--- src/hw/rtl/oaht_pkg.sv ---
// Package: shared types and constants for the open-address hash table
`timescale 1ns / 1ps
package oaht_pkg;

    localparam int TABLE_SIZE_DEF = 11;
    localparam int KEY_W          = 32;
    localparam int MARK_W         = 2;
    localparam int SLOT_OUT_W     = 4;

    localparam logic [1:0] MODE_INSERT = 2'd0;
    localparam logic [1:0] MODE_SEARCH = 2'd1;
    localparam logic [1:0] MODE_DELETE = 2'd2;

    localparam logic [1:0] STATUS_OK   = 2'd0;
    localparam logic [1:0] STATUS_MISS = 2'd1;
    localparam logic [1:0] STATUS_FULL = 2'd2;

    localparam logic [MARK_W-1:0] MARK_EMPTY = 2'd0;
    localparam logic [MARK_W-1:0] MARK_USED  = 2'd1;
    localparam logic [MARK_W-1:0] MARK_TOMB  = 2'd2;

    typedef enum logic [2:0] {
        S_CLEAR,
        S_IDLE,
        S_HASH,
        S_REDUCE,
        S_FIX,
        S_PROBE,
        S_FINISH
    } t_state;

endpackage

--- src/hw/rtl/oaht_if.sv ---
// Interfaces: request and response channels of the hash table
`timescale 1ns / 1ps
interface oaht_req_if;
    logic                                valid;
    logic                                ready;
    logic [1:0]                          mode;
    logic signed [oaht_pkg::KEY_W-1:0]   key;

    modport source (output valid, output mode, output key, input ready);
    modport sink   (input valid, input mode, input key, output ready);
endinterface

interface oaht_rsp_if;
    logic                                 valid;
    logic                                 ready;
    logic [1:0]                           status;
    logic [oaht_pkg::SLOT_OUT_W-1:0]      slot_index;

    modport source (output valid, output status, output slot_index, input ready);
    modport sink   (input valid, input status, input slot_index, output ready);
endinterface

--- src/hw/rtl/oaht_ram.sv ---
// Generic single-write, single-read RAM with registered read data
`timescale 1ns / 1ps
module oaht_ram #(
    parameter int WIDTH = 34,
    parameter int DEPTH = oaht_pkg::TABLE_SIZE_DEF
) (
    input  logic                     i_clk,
    input  logic                     i_wr_en,
    input  logic [$clog2(DEPTH)-1:0] i_wr_addr,
    input  logic [WIDTH-1:0]         i_wr_data,
    input  logic [$clog2(DEPTH)-1:0] i_rd_addr,
    output logic [WIDTH-1:0]         o_rd_data
);

    logic [WIDTH-1:0] r_mem [DEPTH];

    always_ff @(posedge i_clk) begin
        if (i_wr_en) begin
            r_mem[i_wr_addr] <= i_wr_data;
        end
        o_rd_data <= r_mem[i_rd_addr];
    end

endmodule

--- src/hw/rtl/open_address_hash_table.sv ---
// Unknown mode goes from idle straight to finish; other modes pass hash, reduce, fix and probe.
// Home slot: reciprocal multiply, product fold and sign fix on one shared multiplier, in hash, reduce and fix.
// Probing: one slot per cycle through the registered RAM read port, up to TABLE_SIZE.
// One operation at a time; ready only in idle, which is entered again once the finish state
// has loaded the result beat; the finish state waits while an earlier result beat is stalled.
// Reset: synchronous active low; then a clearing pass over all TABLE_SIZE slots empties every mark.
`timescale 1ns / 1ps
module open_address_hash_table #(
    parameter int TABLE_SIZE = oaht_pkg::TABLE_SIZE_DEF
) (
    input  logic       i_clk,
    input  logic       i_rst_n,
    oaht_req_if.sink   i_req,
    oaht_rsp_if.source o_rsp
);

    localparam int SW     = $clog2(TABLE_SIZE);
    localparam int RAM_W  = oaht_pkg::MARK_W + oaht_pkg::KEY_W;
    localparam int unsigned WRAP_C = 32'(64'h1_0000_0000 % 64'(TABLE_SIZE));
    localparam logic [SW:0]   SIZE_X   = (SW+1)'(TABLE_SIZE);
    localparam logic [SW:0]   WRAP_MOD = WRAP_C[SW:0];
    localparam logic [SW-1:0] LAST     = SW'(TABLE_SIZE - 1);
    localparam logic [oaht_pkg::KEY_W-1:0] RECIP  = 32'(64'h1_0000_0000 / 64'(TABLE_SIZE));
    localparam logic [oaht_pkg::KEY_W-1:0] SIZE_W = 32'(TABLE_SIZE);

    oaht_pkg::t_state r_state, n_state;

    logic [1:0]                        r_mode, n_mode;
    logic [oaht_pkg::KEY_W-1:0]        r_key, n_key;
    logic [oaht_pkg::KEY_W-1:0]        r_quot, n_quot;
    logic [SW:0]                       r_rem, n_rem;
    logic [SW-1:0]                     r_pos, n_pos;
    logic [SW-1:0]                     r_cnt, n_cnt;
    logic                              r_have, n_have;
    logic [SW-1:0]                     r_tomb, n_tomb;
    logic [1:0]                        r_status, n_status;
    logic [SW-1:0]                     r_where, n_where;
    logic                              r_out_valid, n_out_valid;
    logic [1:0]                        r_out_status, n_out_status;
    logic [oaht_pkg::SLOT_OUT_W-1:0]   r_out_slot, n_out_slot;

    logic                  wr_en;
    logic [SW-1:0]         wr_addr;
    logic [RAM_W-1:0]      wr_data;
    logic [SW-1:0]         rd_addr;
    logic [RAM_W-1:0]      rd_data;

    logic [oaht_pkg::KEY_W-1:0]   mul_a;
    logic [oaht_pkg::KEY_W-1:0]   mul_b;
    logic [2*oaht_pkg::KEY_W-1:0] mul_p;

    logic [oaht_pkg::MARK_W-1:0] mark;
    logic [oaht_pkg::KEY_W-1:0]  slot_key;
    logic                        match;
    logic                        last;
    logic [SW:0]                 pos_inc;
    logic [SW-1:0]               pos_next;
    logic [SW:0]                 rem_x;
    logic [SW:0]                 home_x;
    logic [SW-1:0]               tomb_now;
    logic                        have_now;
    logic                        out_take;

    oaht_ram #(
        .WIDTH (RAM_W),
        .DEPTH (TABLE_SIZE)
    ) u_ram (
        .i_clk     (i_clk),
        .i_wr_en   (wr_en),
        .i_wr_addr (wr_addr),
        .i_wr_data (wr_data),
        .i_rd_addr (rd_addr),
        .o_rd_data (rd_data)
    );

    assign mul_p    = 64'(mul_a) * 64'(mul_b);
    assign mark     = rd_data[RAM_W-1 -: oaht_pkg::MARK_W];
    assign slot_key = rd_data[oaht_pkg::KEY_W-1:0];
    assign match    = (mark == oaht_pkg::MARK_USED) && (slot_key == r_key);
    assign last     = (r_cnt == LAST);
    assign pos_inc  = {1'b0, r_pos} + (SW+1)'(1);
    assign pos_next = (pos_inc == SIZE_X) ? '0 : pos_inc[SW-1:0];
    assign rem_x    = (r_rem >= SIZE_X) ? r_rem - SIZE_X : r_rem;
    assign tomb_now = r_have ? r_tomb : r_pos;
    assign have_now = r_have || (mark == oaht_pkg::MARK_TOMB);
    assign out_take = r_out_valid && o_rsp.ready;

    always_comb begin
        if (!r_key[oaht_pkg::KEY_W-1]) begin
            home_x = rem_x;
        end else if (rem_x >= WRAP_MOD) begin
            home_x = rem_x - WRAP_MOD;
        end else begin
            home_x = rem_x + SIZE_X - WRAP_MOD;
        end
    end

    always_comb begin
        n_state      = r_state;
        n_mode       = r_mode;
        n_key        = r_key;
        n_quot       = r_quot;
        n_rem        = r_rem;
        n_pos        = r_pos;
        n_cnt        = r_cnt;
        n_have       = r_have;
        n_tomb       = r_tomb;
        n_status     = r_status;
        n_where      = r_where;
        n_out_valid  = out_take ? 1'b0 : r_out_valid;
        n_out_status = r_out_status;
        n_out_slot   = r_out_slot;
        wr_en        = 1'b0;
        wr_addr      = r_pos;
        wr_data      = '0;
        rd_addr      = r_pos;
        mul_a        = r_key;
        mul_b        = RECIP;

        case (r_state)
            oaht_pkg::S_CLEAR: begin
                wr_en = 1'b1;
                n_pos = pos_next;
                if (r_pos == LAST) begin
                    n_state = oaht_pkg::S_IDLE;
                end
            end
            oaht_pkg::S_IDLE: begin
                if (i_req.valid) begin
                    n_mode  = i_req.mode;
                    n_key   = i_req.key;
                    n_rem   = '0;
                    n_where = '0;
                    if (i_req.mode == oaht_pkg::MODE_INSERT ||
                        i_req.mode == oaht_pkg::MODE_SEARCH ||
                        i_req.mode == oaht_pkg::MODE_DELETE) begin
                        n_state = oaht_pkg::S_HASH;
                    end else begin
                        n_status = oaht_pkg::STATUS_MISS;
                        n_state  = oaht_pkg::S_FINISH;
                    end
                end
            end
            oaht_pkg::S_HASH: begin
                n_quot  = mul_p[2*oaht_pkg::KEY_W-1:oaht_pkg::KEY_W];
                n_state = oaht_pkg::S_REDUCE;
            end
            oaht_pkg::S_REDUCE: begin
                mul_a   = r_quot;
                mul_b   = SIZE_W;
                n_rem   = r_key[SW:0] - mul_p[SW:0];
                n_state = oaht_pkg::S_FIX;
            end
            oaht_pkg::S_FIX: begin
                rd_addr = home_x[SW-1:0];
                n_pos   = home_x[SW-1:0];
                n_cnt   = '0;
                n_have  = 1'b0;
                n_state = oaht_pkg::S_PROBE;
            end
            oaht_pkg::S_PROBE: begin
                rd_addr = pos_next;
                n_pos   = pos_next;
                n_cnt   = r_cnt + SW'(1);
                if (mark == oaht_pkg::MARK_TOMB && !r_have) begin
                    n_have = 1'b1;
                    n_tomb = r_pos;
                end
                if (r_mode == oaht_pkg::MODE_INSERT) begin
                    if (match) begin
                        n_status = oaht_pkg::STATUS_OK;
                        n_where  = r_pos;
                        n_state  = oaht_pkg::S_FINISH;
                    end else if (mark == oaht_pkg::MARK_EMPTY) begin
                        wr_en    = 1'b1;
                        wr_addr  = tomb_now;
                        wr_data  = {oaht_pkg::MARK_USED, r_key};
                        n_status = oaht_pkg::STATUS_OK;
                        n_where  = tomb_now;
                        n_state  = oaht_pkg::S_FINISH;
                    end else if (last) begin
                        if (have_now) begin
                            wr_en    = 1'b1;
                            wr_addr  = tomb_now;
                            wr_data  = {oaht_pkg::MARK_USED, r_key};
                            n_status = oaht_pkg::STATUS_OK;
                            n_where  = tomb_now;
                        end else begin
                            n_status = oaht_pkg::STATUS_FULL;
                        end
                        n_state = oaht_pkg::S_FINISH;
                    end
                end else begin
                    if (mark == oaht_pkg::MARK_EMPTY) begin
                        n_status = oaht_pkg::STATUS_MISS;
                        n_state  = oaht_pkg::S_FINISH;
                    end else if (match) begin
                        if (r_mode == oaht_pkg::MODE_DELETE) begin
                            wr_en   = 1'b1;
                            wr_addr = r_pos;
                            wr_data = {oaht_pkg::MARK_TOMB, r_key};
                        end
                        n_status = oaht_pkg::STATUS_OK;
                        n_where  = r_pos;
                        n_state  = oaht_pkg::S_FINISH;
                    end else if (last) begin
                        n_status = oaht_pkg::STATUS_MISS;
                        n_state  = oaht_pkg::S_FINISH;
                    end
                end
            end
            oaht_pkg::S_FINISH: begin
                if (!r_out_valid || o_rsp.ready) begin
                    n_out_valid  = 1'b1;
                    n_out_status = r_status;
                    n_out_slot   = (r_status == oaht_pkg::STATUS_OK) ?
                                   oaht_pkg::SLOT_OUT_W'(r_where) : '0;
                    n_state      = oaht_pkg::S_IDLE;
                end
            end
            default: begin
                n_state = oaht_pkg::S_IDLE;
            end
        endcase
    end

    always_ff @(posedge i_clk) begin
        if (!i_rst_n) begin
            r_state     <= oaht_pkg::S_CLEAR;
            r_pos       <= '0;
            r_out_valid <= 1'b0;
        end else begin
            r_state     <= n_state;
            r_pos       <= n_pos;
            r_out_valid <= n_out_valid;
        end
    end

    always_ff @(posedge i_clk) begin
        r_mode       <= n_mode;
        r_key        <= n_key;
        r_quot       <= n_quot;
        r_rem        <= n_rem;
        r_cnt        <= n_cnt;
        r_have       <= n_have;
        r_tomb       <= n_tomb;
        r_status     <= n_status;
        r_where      <= n_where;
        r_out_status <= n_out_status;
        r_out_slot   <= n_out_slot;
    end

    assign i_req.ready      = (r_state == oaht_pkg::S_IDLE);
    assign o_rsp.valid      = r_out_valid;
    assign o_rsp.status     = r_out_status;
    assign o_rsp.slot_index = r_out_slot;

endmodule

--- src/flat_wrapper.sv ---
// flat-port wrapper written by rule: the top's interface ports become plain ports
module open_address_hash_table_flat 
#(
    parameter int TABLE_SIZE = oaht_pkg::TABLE_SIZE_DEF
)
  (i_clk, i_rst_n, i_req_valid, i_req_mode, i_req_key, i_req_ready, o_rsp_valid, o_rsp_status, o_rsp_slot_index, o_rsp_ready);
  oaht_req_if i_req_i ();
  oaht_rsp_if o_rsp_i ();
  input  logic i_clk;
  input  logic i_rst_n;
  input wire logic [$bits(i_req_i.valid)-1:0] i_req_valid;
  input wire logic [$bits(i_req_i.mode)-1:0] i_req_mode;
  input wire logic [$bits(i_req_i.key)-1:0] i_req_key;
  output wire logic [$bits(i_req_i.ready)-1:0] i_req_ready;
  output wire logic [$bits(o_rsp_i.valid)-1:0] o_rsp_valid;
  output wire logic [$bits(o_rsp_i.status)-1:0] o_rsp_status;
  output wire logic [$bits(o_rsp_i.slot_index)-1:0] o_rsp_slot_index;
  input wire logic [$bits(o_rsp_i.ready)-1:0] o_rsp_ready;
  assign i_req_i.valid = i_req_valid;
  assign i_req_i.mode = i_req_mode;
  assign i_req_i.key = i_req_key;
  assign i_req_ready = i_req_i.ready;
  assign o_rsp_valid = o_rsp_i.valid;
  assign o_rsp_status = o_rsp_i.status;
  assign o_rsp_slot_index = o_rsp_i.slot_index;
  assign o_rsp_i.ready = o_rsp_ready;
  open_address_hash_table #(.TABLE_SIZE(TABLE_SIZE)) u_core (.i_clk(i_clk), .i_rst_n(i_rst_n), .i_req(i_req_i), .o_rsp(o_rsp_i));
endmodule
--- config.mk ---
export PLATFORM = sky130hd
export DESIGN_NAME = open_address_hash_table_flat
export DESIGN_NICKNAME = d
export VERILOG_FILES = /design/src/hw/rtl/oaht_pkg.sv /design/src/hw/rtl/oaht_if.sv /design/src/hw/rtl/oaht_ram.sv /design/src/hw/rtl/open_address_hash_table.sv /design/src/flat_wrapper.sv
export SDC_FILE = /design/constraint.sdc
export NUM_CORES = 2
export LEC_CHECK = 0
export BUFFER_PORTS_ARGS = -buffer_cell sky130_fd_sc_hd__buf_4
export CORE_MARGIN = 2
export CORE_UTILIZATION = 59
export CTS_CLUSTER_DIAMETER = 30
export CTS_CLUSTER_SIZE = 20
export DETAILED_ROUTE_END_ITERATION = 8
export PLACE_DENSITY = 0.75
export SLEW_MARGIN = 20
export SYNTH_ARGS = -nofsm -noshare
export SYNTH_HDL_FRONTEND = slang
export SYNTH_HIERARCHICAL = 1
export SYNTH_SLANG_ARGS = --single-unit
--- constraint.sdc ---
create_clock -name i_clk -period 7.8 [get_ports i_clk]
set_input_delay 0.39 -clock i_clk [delete_from_list [all_inputs] [get_ports i_clk]]
set_output_delay 0.39 -clock i_clk [all_outputs]
set_load 0.02 [all_outputs]
Word level (Yosys, flattened, before mapping)
Memories as Yosys holds them, arrays and structs flattened. A register that Yosys moved wholly into a read port is not among the register bits.
Cells that the tools add are included.

operators by class
  mux-type cells = 74
  eq/ne operators = 24
  reductions and logical operators = 27
  add/sub/neg operators = 7
  $mul = 1
  $lt $le $gt $ge = 2

operators with widths
  cell                 number
  $mux 34              8
  $mux 4               18
  $mul 32x29->61       1
  $mux 33              1
  $eq 32x32->1         1
  $mux 32              1
  $pmux 4 s2           4
  $mux 3               10
  $mux 29              1
  $pmux 3 s7           1
  $mux 2               10
  $mux 1               14
  $mux 5               2
  $pmux 5 s2           1
  $reduce_and 2->1     5
  $eq 3x3->1 const B   3
  $eq 4x4->1 const B   2
  $logic_not 2->1      4
  $ne 4x1->1 const B   2
  $reduce_bool 2->1    4
  $sub 4x3->4 const B  2
  $eq 2x2->1 const B   3
  $eq 3x2->1 const B   2
  $ne 2x1->1 const B   3
  23 further kinds     32

word-level totals
  output and inout bits = 8
  memories = 1
  input bits = 38
  memory bits (writable) = 374
  bits in registers = 100

memories
  memory              depth  bits a word  read ports  clocked after Yosys merged registers in  wr ports  RTL line        text
  u_core.u_ram.r_mem  11     34           1           1                                        1         oaht_ram.sv:15  logic [WIDTH-1:0] r_mem [DEPTH];

Depth between registers and ports, before layout
  depth after elaboration = 10
  mapped depth = 31

Cells and area by module
The synthesis kept the hierarchy.

by module, submodules not included
  module                   cells an instance  times used  area each (um^2)
  open_address_hash_table  2413               1           24064.3
  oaht_ram                 818                1           15543.7

Worst setup path before layout
Ideal clock, no wire load.

  kind = flip-flop to flip-flop
  from = reg, netlist name u_core/r_state[0]
  to = reg u_core/r_quot[29] (netlist bit), data pin
  buffers on the path = 3
  stages on the path, launching flop included = 30
  slack = 0.016 ns
  data arrival time = 7.512 ns
  setup time = 0.272 ns
  cells stage by stage = dfxtp_1 > clkbuf_1 > nand3b_1 > clkbuf_1 > nand2_1 > inv_1 > or2_2 > ha_1 > clkbuf_1 > fa_1 > fa_1 > fa_1 > fa_1 > inv_1 > fa_1 > inv_1 > fa_1 > inv_1 > fa_1 > inv_1 > ha_1 > nand2_1 > o211a_1 > o211ai_1 > a211oi_2 > nor4b_1 > o31ai_1 > nand2_1 > and4bb_1 > or4_1

RTL lines
  element                 RTL line                        text
  end signal: assignment  open_address_hash_table.sv:242  r_quot <= n_quot;
  end: declaration        open_address_hash_table.sv:30   logic [oaht_pkg::KEY_W-1:0] r_quot, n_quot;

==> metrics.log <==
[metrics] status: completed
[metrics] worst setup path startpoint: u_core/r_state[0]
[metrics] CTS max path bufs: 3
[metrics] Adder-Cell Fraction of Synth Area: 34.4%
[metrics] First-pass DRT Iterations: 5
[metrics] share of synthesized area spent on multiplexers: 4.96%
[metrics] Die Ht: 263 um
[metrics] placed wire-length estimate after detailed placement: 82300 um
[metrics] fin. max-slew vios: 0
[metrics] total overflow reported by the global router: 0
[metrics] Post-Syn Area per Cell: 12.3 um2
[metrics] total cell area at the placement stage: 42400 um2
[metrics] crit path max fanout: 15
[metrics] Boundary Pins: 46
[metrics] number of setup violations in the final report: 0
[metrics] class of the tightest hold or removal check: in -> reg
[metrics] crit-path leading delay family: adder cells
[metrics] number of cells produced by synthesis: 3231
[metrics] main combinational cell family by area after synthesis: adder cells
[metrics] sequential cell area fraction in the yosys report: 37.5%
[metrics] count of input and output buffers: 45
[metrics] slowest CP cell: sky130_fd_sc_hd__fa_1
[metrics] overall die width: 263 um
[metrics] pin count of the biggest net entering global routing: 171
[metrics] clock-pin transition on the worst setup and hold timing paths: 0.05 ns
[metrics] starting utilization of the core area: 59.9%
[metrics] ratio of cells with drive above 1 in the final layout: 18.7%
[metrics] worst hold slack after final layout: 0.0668 ns
[metrics] data arrival time of the critical path: 8.14 ns
[metrics] number of clock sinks seen by CTS: 508
[metrics] share of the cycle needed by the critical path after routing: 100%
[metrics] Die Area: 69200 um2
[metrics] most common library cell in the layout ignoring fill and taps: sky130_fd_sc_hd__inv_1
[metrics] placed instance count: 4258
[metrics] startpoint of the most critical register-to-register path: u_core/r_state[0]
[metrics] Post-Route Skew: 0.0660 ns
[metrics] most used cells in the layout excluding fill and tap cells: sky130_fd_sc_hd__inv_1 (562), sky130_fd_sc_hd__edfxtp_1 (466), sky130_fd_sc_hd__ha_1 (410), sky130_fd_sc_hd__fa_1 (398), sky130_fd_sc_hd__buf_4 (275)
[metrics] post-DR vias/cell: 5.87
[metrics] Non-Filler Cell Area, Final: 46400 um2
[metrics] Worst Hold Launch: i_rst_n
[metrics] Antenna Violating Nets Remaining: 0
[metrics] worst skew pair latency: 0.67 ns
[metrics] Critical Path Start Type: flop
[metrics] clock tree from TritonCTS: yes
[metrics] global-route wire length before repair: 167000 um
[metrics] actual transition at the worst max-transition pin: 1.26 ns
[metrics] number of flops mapped to enable cells by yosys: 466
[metrics] combined area of all synthesized cells: 39600 um2
[metrics] buffers and inverters on the worst path: 2
[metrics] count of synthesis-stage warnings from yosys: 6
[metrics] Total Routed Length: 110000 um
[metrics] highest achievable clock rate: 128 MHz
[metrics] Synth area leaders: sky130_fd_sc_hd__edfxtp_1 (35%), sky130_fd_sc_hd__fa_1 (21%), sky130_fd_sc_hd__ha_1 (13%), sky130_fd_sc_hd__inv_1 (5.4%), sky130_fd_sc_hd__dfxtp_1 (2.1%)
[metrics] primary flip-flop cell chosen by synthesis mapping: sky130_fd_sc_hd__edfxtp_1
[metrics] H-tree depth reported by CTS: 3
[metrics] worst setup path category: reg -> reg
[metrics] global router's overall resource usage: 32.1%
[metrics] Ant. Diodes: 0
[metrics] headroom to the max-slew limit: 16.3%
[metrics] antenna violations before repair: 2
[metrics] routability congestion estimate: 0.998
[metrics] post-route insts no fill: 4467
[metrics] PwrDens: 166 nW/um2
[metrics] Worst EP required: 8.14 ns
[metrics] setup repair after global routing missed its margin: true
[metrics] leakage power total: 0.0201 uW
[metrics] via count: 26200
[metrics] Final Hold Violating Endpoints: 0
[metrics] fill cell count: 4564
[metrics] growth of design area from synthesis to finish: 17.1%
[metrics] area of the placeable core: 66100 um2
[metrics] number of max-capacitance violations reported: 0
[metrics] number of nets in the layout: 4404
[metrics] count of distinct cell types in the synthesized netlist: 73
[metrics] Residual DRC: 0
[metrics] most area-hungry cell type in the Yosys netlist: sky130_fd_sc_hd__edfxtp_1
[metrics] area share of the largest cell type after synthesis: 35.3%
[metrics] total clock buffers created by CTS: 89
[metrics] cells along the critical path: nor3b_2 > clkbuf_16 > buf_12 > and2_1 > or2_2 > ha_1 > fa_1 > fa_1 > fa_1 > fa_1 > fa_1 > fa_1 > fa_1 > ha_4 > a21oi_2 > o21ai_1 > a211o_2 > a211oi_4 > nor4b_4 > o31ai_1 > nand2_1 > nor4b_1 > or4_1
[metrics] simple-gate share of the synthesized area: 6.40%
[metrics] Register Area: 14800 um2
[metrics] worst supply voltage drop on vdd: 0.240 mV
[metrics] shortest clock period the worst path allows after layout: 7.80 ns
[metrics] crit end category: flop
[metrics] starting DRC count in detailed routing: 2080
[metrics] DR WL/cell: 24.7 um
[metrics] Max stage delay on crit path: 0.59 ns
[metrics] vias in the first global route: 28400
[metrics] post-synthesis async set-or-reset flop share: 0%
[metrics] total area of multi-input combinational cells: 22600 um2
[metrics] Crit path top cell by count: sky130_fd_sc_hd__fa_1
[metrics] area share of xor/xnor cells in the synthesized design: 2.63%
[metrics] number of rows created at floorplan: 94
[metrics] CTS root buffer: sky130_fd_sc_hd__clkbuf_16
[metrics] Yosys reg bits: 508
[metrics] post-synthesis compound-gate area fraction: 7.35%
[metrics] setup slack on the worst flop-to-flop path: 0.0009 ns
metrics by stage:
step                      setup TNS (ns)  utilization, %  worst slack (ns)  total power (uW)
after detailed placement           -2.14            64.2            -0.343              3740
after CTS                        -0.0157            69.6           -0.0157              7740
after global routing              -0.853            70.2            -0.188              7900
final                                  0            70.2          0.000883              7710
after global placement            -0.979            64.2            -0.245              3720
after floorplan                        0               -            0.0162              3530
sequential cells by signal, indices dropped and copies added, names as in the netlist:
name and count:
u_core/r_key 32, u_core/r_have 1, u_core/r_pos 4, u_core/o_rsp.slot_index 4, u_core/r_rem 5, u_core/r_where 4
u_core/r_mode 2, u_core/u_ram/r_mem 374, u_core/r_status 2, u_core/o_rsp.status 2, u_core/o_rsp.valid 1, u_core/r_tomb 4
u_core/r_state 3, u_core/r_cnt 4, u_core/r_quot 32, u_core/u_ram/o_rd_data 34
routing by layer:
layer	track usage [%]	share of wire, %	up-vias	wire length, um
met5	0	0	-	0
li1	-	-	11600	-
met3	4.71	6.5	295	7190
met1	40.9	40	13300	43700
met2	54.4	49	1034	53800
met4	15.4	5.1	0	5640
report_power, final:
part	leakage, uW	internal, uW	switching, uW
logic	0.0143	258	356
registers	0.00428	3070	45.1
clock network	0.00152	2540	1440
total	0.0201	5870	1840
cells by family (layout without fill, tap and decap cells):
family / after synthesis / count (layout)
xor+xnor: 119 / 119
buf+inv: 681 / 1052
fa+ha+maj: 840 / 840
flops: 508 / 508
mux: 183 / 183
compound gates: 403 / 403
other cells: 2 / 3
simple gates: 495 / 495
final timing paths:
kind                                          endpoint  depth (start not counted)
worst max-delay path                 u_core/r_quot[29]                         23
worst min-delay path                   u_core/r_pos[2]                          2
worst max register to register       u_core/r_quot[29]                         23
worst min register to register  u_core/o_rsp.status[1]                          0
cells in the mapped netlist, types with 34 or more instances:
master                     count
sky130_fd_sc_hd__o21ai_0      41
sky130_fd_sc_hd__mux2_1       34
sky130_fd_sc_hd__o211ai_1     48
sky130_fd_sc_hd__nand2b_1     55
sky130_fd_sc_hd__nand2_1     145
sky130_fd_sc_hd__edfxtp_1    466
sky130_fd_sc_hd__nor2_1       80
sky130_fd_sc_hd__mux2i_1      77
sky130_fd_sc_hd__fa_1        415
sky130_fd_sc_hd__o31ai_2      34
sky130_fd_sc_hd__ha_1        425
sky130_fd_sc_hd__dfxtp_1      42
sky130_fd_sc_hd__o22ai_1      36
sky130_fd_sc_hd__inv_1       565
sky130_fd_sc_hd__a22o_1       35
sky130_fd_sc_hd__and2_1       67
sky130_fd_sc_hd__mux2_2       72
sky130_fd_sc_hd__xor2_1       52
sky130_fd_sc_hd__clkbuf_1     78
sky130_fd_sc_hd__a21o_1       39
sky130_fd_sc_hd__xnor2_1      67
sky130_fd_sc_hd__a21oi_1      87
cell type report:
type	count	area share (%)
Clock buffer	110	5.14
Clock inverter	58	1.62
Multi-Input combinational cell	2043	48.8
Tap cell	864	2.33
Inverter	565	4.58
Timing Repair Buffer	319	5.56
Sequential cell	508	32.0
repair_timing:
| item | CTS | global route |
|---|---|---|
| gates resized for setup | 21 | 78 |
| hold buffers | 34 | 0 |
| cloned | 0 | 0 |
| setup endpoints to repair | 17 | 24 |
| hold endpoints to repair | 34 | 0 |
| buffers inserted | 1 | 6 |
| pin swaps | 6 | 18 |
No activity file was read; power rests on OpenSTA's default activity.
